<file path="src/rtl/lzrc_pkg.sv">
`timescale 1ns / 1ps
// ----------------------------------------------------------------------------
// lzrc_pkg: shared types and constants of the LZ copy decoder
// Transfer payloads, the classified command passed from the front end to the
// back end, and the base complement used by reverse-complement copies.
// ----------------------------------------------------------------------------
`default_nettype none

package lzrc_pkg;

   // Input item
   typedef struct packed {
      logic        mode;
      logic [7:0]  literal_byte;
      logic [31:0] source_position;
      logic [6:0]  copy_length;
      logic        rc_copy;
   } req_type;

   // Result item
   typedef struct packed {
      logic [7:0]  base;
      logic [31:0] out_position;
      logic        last_of_item;
      logic        end_of_block;
      logic        copy_error;
   } rsp_type;

   // Command classes
   localparam logic [1:0] KIND_LIT    = 2'd0;
   localparam logic [1:0] KIND_DROP   = 2'd1;
   localparam logic [1:0] KIND_COPY   = 2'd2;
   localparam logic [1:0] KIND_REJECT = 2'd3;

   // Classified command, with the source bounds already summed
   typedef struct packed {
      logic [1:0]  kind;
      logic [7:0]  literal_byte;
      logic [31:0] source_position;
      logic [6:0]  copy_length;
      logic        rc_copy;
      logic [32:0] src_end;   // source + length
      logic [32:0] src_lim;   // source + window
   } cmd_type;

   // Nucleotide codes
   localparam logic [7:0] BASE_A = 8'h41;
   localparam logic [7:0] BASE_C = 8'h43;
   localparam logic [7:0] BASE_G = 8'h47;
   localparam logic [7:0] BASE_T = 8'h54;

   // A<->T, C<->G, anything else unchanged
   function automatic logic [7:0] base_partner(input logic [7:0] b);
      logic [7:0] r;
      case (b)
         BASE_A:  r = BASE_T;
         BASE_T:  r = BASE_A;
         BASE_C:  r = BASE_G;
         BASE_G:  r = BASE_C;
         default: r = b;
      endcase
      return r;
   endfunction

endpackage

`default_nettype wire

</file>
<file path="src/rtl/lzrc_front.sv">
`timescale 1ns / 1ps
// ----------------------------------------------------------------------------
// lzrc_front: input front end
// Classifies each accepted item, precomputes the source bounds of a match
// and holds the commands in a two-entry queue for the back end.
// ----------------------------------------------------------------------------
`default_nettype none

module lzrc_front #(
   parameter int WINDOW    = 65536,
   parameter int MAX_MATCH = 64
) (
   input  wire logic              clock,
   input  wire logic              reset,
   input  wire logic              req_valid,
   output logic                   req_ready,
   input  wire lzrc_pkg::req_type req_data,
   output logic                   cmd_valid,
   input  wire logic              cmd_ready,
   output lzrc_pkg::cmd_type      cmd
);
   import lzrc_pkg::*;

   cmd_type    q_ff [2];
   logic       wr_ptr_ff;
   logic       wr_ptr_in;
   logic       rd_ptr_ff;
   logic       rd_ptr_in;
   logic [1:0] count_ff;
   logic [1:0] count_in;
   logic       push;
   logic       pop;
   cmd_type    new_cmd;

   // classification
   always_comb begin
      new_cmd.literal_byte       = req_data.literal_byte;
      new_cmd.source_position    = req_data.source_position;
      new_cmd.copy_length        = req_data.copy_length;
      new_cmd.rc_copy            = req_data.rc_copy;
      new_cmd.src_end            = {1'b0, req_data.source_position}
                                   + {26'd0, req_data.copy_length};
      new_cmd.src_lim            = {1'b0, req_data.source_position} + 33'(WINDOW);
      if (!req_data.mode) begin
         new_cmd.kind = KIND_LIT;
      end else if (req_data.copy_length == 7'd0) begin
         new_cmd.kind = KIND_DROP;
      end else if (req_data.copy_length > 7'(MAX_MATCH)) begin
         new_cmd.kind = KIND_REJECT;
      end else begin
         new_cmd.kind = KIND_COPY;
      end
   end

   // queue control
   assign req_ready = (count_ff != 2'd2);
   assign cmd_valid = (count_ff != 2'd0);
   assign push      = req_valid && req_ready;
   assign pop       = cmd_valid && cmd_ready;
   assign cmd       = q_ff[rd_ptr_ff];

   always_comb begin
      wr_ptr_in = push ? ~wr_ptr_ff : wr_ptr_ff;
      rd_ptr_in = pop  ? ~rd_ptr_ff : rd_ptr_ff;
      count_in  = count_ff + {1'b0, push} - {1'b0, pop};
   end

   always_ff @(posedge clock) begin
      if (reset) begin
         wr_ptr_ff <= 1'b0;
         rd_ptr_ff <= 1'b0;
         count_ff  <= 2'd0;
      end else begin
         wr_ptr_ff <= wr_ptr_in;
         rd_ptr_ff <= rd_ptr_in;
         count_ff  <= count_in;
      end
   end

   // queue storage
   always_ff @(posedge clock) begin
      if (push) begin
         q_ff[wr_ptr_ff] <= new_cmd;
      end
   end

endmodule

`default_nettype wire

</file>
<file path="config.mk">
export PLATFORM = sky130hd
export DESIGN_NAME = lzrc_front
export DESIGN_NICKNAME = d
export VERILOG_FILES = /design/src/rtl/lzrc_pkg.sv /design/src/rtl/lzrc_front.sv
export SDC_FILE = /design/constraint.sdc
export NUM_CORES = 1
export LEC_CHECK = 0
export BUFFER_PORTS_ARGS = -buffer_cell sky130_fd_sc_hd__buf_2
export CELL_PAD_IN_SITES_DETAIL_PLACEMENT = 1
export CELL_PAD_IN_SITES_GLOBAL_PLACEMENT = 1
export CORE_MARGIN = 3
export CORE_UTILIZATION = 41
export CTS_BUF_LIST = sky130_fd_sc_hd__clkbuf_16
export CTS_CLUSTER_DIAMETER = 120
export DETAILED_ROUTE_END_ITERATION = 16
export GPL_ROUTABILITY_DRIVEN = 0
export GPL_TIMING_DRIVEN = 1
export PLACE_DENSITY = 0.77
export REMOVE_ABC_BUFFERS = 1
export SYNTH_ARGS = -nofsm -noshare
export SYNTH_HDL_FRONTEND = slang
export SYNTH_SLANG_ARGS = --single-unit
</file>
<file path="constraint.sdc">
create_clock -name clock -period 13 [get_ports clock]
set_input_delay 1.95 -clock clock [delete_from_list [all_inputs] [get_ports clock]]
set_output_delay 1.95 -clock clock [all_outputs]
set_load 0.01 [all_outputs]
</file>
==> metrics <==
Setup WS post-layout approximately 8.4 ns; Cells after DPL around 900; predominant post-synthesis flop cell edfxtp_1; clk sink count slightly above 200; worst reg2reg startpoint count_ff[0]$_SDFF_PP0_; CTS hold repair buffers 0; distinct cell type count after synthesis 37; hold path startpoint rd_ptr_ff$_SDFFE_PP0P_; global-route wire length before repair 28100 um; average vias per placed instance 5.03; Total Nets Final roughly 730; worst setup slack before clock tree synthesis 8.81 ns; top cell types by occurrence after synthesis 200 x edfxtp_1, 100 x mux2_2, 27 x xnor2_1; Final Critical Period 4.56 ns; Slew headroom 0.439; initial antenna violation count 0; post-DR wirelength/cell 19.6 um; portion of the post-synthesis area used by sequential elements 0.714; number of warnings reported in the yosys synthesis log 0; global route overflow 0; Post-synth EDFFs 200; number of search-and-repair iterations in the first detailed-routing pass 4; Total Negative Setup Slacks 0 ns; Crit path required time 11.05 ns; HPWL Detailed 12400 um; path type of the worst min-delay path reg -> reg; total placed instance area 9620 um2; status completed; placement row count 52; fin area 10300 um2; worst hold stages 2; placeable core area 20400 um2; total area of multi-input combinational cells 2280 um2; diode count 0; most common cell in the netlist edfxtp_1; endpoint arrival time on the critical path 2.61 ns; Filler cells 1996; number of top-level design ports between 150 and 200; TritonCTS clock tree done; deepest level of the CTS H-tree 1; post-route clock skew 0.00830 ns; count of final hold-check violations 0; clk slew on worst S/H paths 0.06 ns; Iter 0 DRT Violations 213; critical path start-end classification reg -> out; CP Max Fanout 55; critical path startpoint category flip-flop; buffer count from post-CTS setup fixing 0; share of layout cells above drive strength 1 0.473; transition time at the pin with the least slew margin 0.841 ns; setup repair after global routing missed its margin no; number of gates resized after cts 0; Power per Cell Area 192 nW/um2; pin count of the biggest net entering global routing 60; Initial Util 0.420; hold slack final 0.525 ns; number of routed nets with antenna violations 0; total global routing track utilization 0.159; post-synthesis cell area about 8600 um2; number of instances in the synthesized netlist 492; Root Buffer clkbuf_16; Register Area approximately 6100 um2; Critical Path Sink Type output port; post-route fraction of the period consumed by the critical path 0.351; vias after detailed routing 4759; FF+latch count, synth between 200 and 250; Port Buf Inserts 170; Die X 150 um; Critical path destination cmd[63]; Peak VDD IR 159 uV; cells taking the most area after synthesis edfxtp_1 70%, mux2_2 13%, xnor2_1 2.8%; R2R cell count 3; proportion of synthesized flip-flops having asynchronous set or reset 0; static leakage 3.83 nW; die footprint approximately 23000 um2; worst skew pair latency 0.50 ns; Chip Height 150 um; final slew viol count 0; buffer levels on the longest clock path 3; top-area cell type share of the netlist area 0.702; cell taking the most area after synthesis edfxtp_1; critical register-to-register path endpoint q_ff[1][46]$_DFFE_PP_; mean post-synth cell area 17.4 um2; count of maximum capacitance violations 0; Cell Count, Final, Fillers Out 947; Total Wirelength ~19000 um; CTS Buf Count 23; number of global-route vias before repair 5173; endpoints failing setup 0; flop-to-flop setup slack between 10 and 15 ns; final routed DRC violation total 0; relative area change from synthesis to final layout 21.0%; Highest Clock Rate 219 MHz
cells by family (layout without fill, tap and decap cells):
logic type | Yosys count | in the layout | share of synthesized area
AO/OA/AOI/OAI | 17 | 17 | 0.0132
XOR/XNOR | 47 | 47 | 0.0481
adder cells (fa/ha/maj) | 11 | 11 | 0.0170
buffers and inverters | 31 | 216 | 0.0206
flip-flops | 205 | 205 | 0.714
multiplexers | 100 | 100 | 0.132
AND/OR/NAND/NOR | 81 | 81 | 0.0555
flip-flops by register name, summed over array words and instances (netlist names), named ones only:
signal	count
count_ff	2
q_ff	200
rd_ptr_ff	1
wr_ptr_ff	1
critical path, cell delays in order (launching register included):
cell,delay [ns]
dfxtp_4,0.75
buf_4,0.70
mux2_2,0.45
buf_2,0.15
worst min path at each step:
stage | end | slack [ns]
3_3_place_gp | rd_ptr_ff$_SDFFE_PP0P_ | 0.50
6_report | flip-flop | 0.53
5_1_grt | flip-flop | 0.58
3_5_place_dp | flip-flop | 0.52
4_1_cts | flip-flop | 0.53
2_1_floorplan | flip-flop | 0.48
final cells by class:
cell class / instances / area share
flip-flops and latches: 205 / 0.590
well taps: 270 / 0.0326
inverters: 3 / 0.00109
multi-input cells: 256 / 0.221
repair buffers: 174 / 0.0851
clock buffers: 23 / 0.0556
clock inverters: 16 / 0.0147
through the flow:
step,total power [W],util
2_1_floorplan,0.00119,-
3_3_place_gp,0.00136,0.472
3_5_place_dp,0.00138,0.472
4_1_cts,0.00201,0.508
5_1_grt,0.00208,0.508
6_report,0.00198,0.508
routing by layer:
metal,GRT usage,up-vias,routed length (um)
met5,0,-,0
met4,0.0444,0,437
met3,0.0388,30,1160
met2,0.276,133,9360
met1,0.200,2391,7580
li1,-,2205,-
layout by cell type (no fill, tap or decap), types with 2 or more instances in the layout:
cell type,count
a21oi_1,3
ha_1,10
and3_1,9
nor3_2,7
clkinv_1,2
clkinv_2,5
nor3_1,8
inv_1,8
xor2_1,20
buf_4,4
a21o_1,3
nand2_1,10
dfxtp_1,4
and2_1,3
edfxtp_1,200
a211oi_1,3
nor2_1,12
nand3_1,14
mux2_2,100
buf_2,170
nand4_1,4
bufinv_16,3
nor2b_1,2
clkbuf_16,23
o21a_1,3
o21ai_0,2
xnor2_1,27
power breakdown:
group | leakage (nW) | total (W) | switching [W] | internal, W
clock | 0.381 | 0.000627 | 0.000247 | 0.000380
sequential | 1.91 | 0.000886 | 0.0000409 | 0.000845
combinational | 1.54 | 0.000471 | 0.000262 | 0.000209
total | 3.83 | 0.00198 | 0.000550 | 0.00143
No activity file was read; power rests on OpenSTA's default activity.
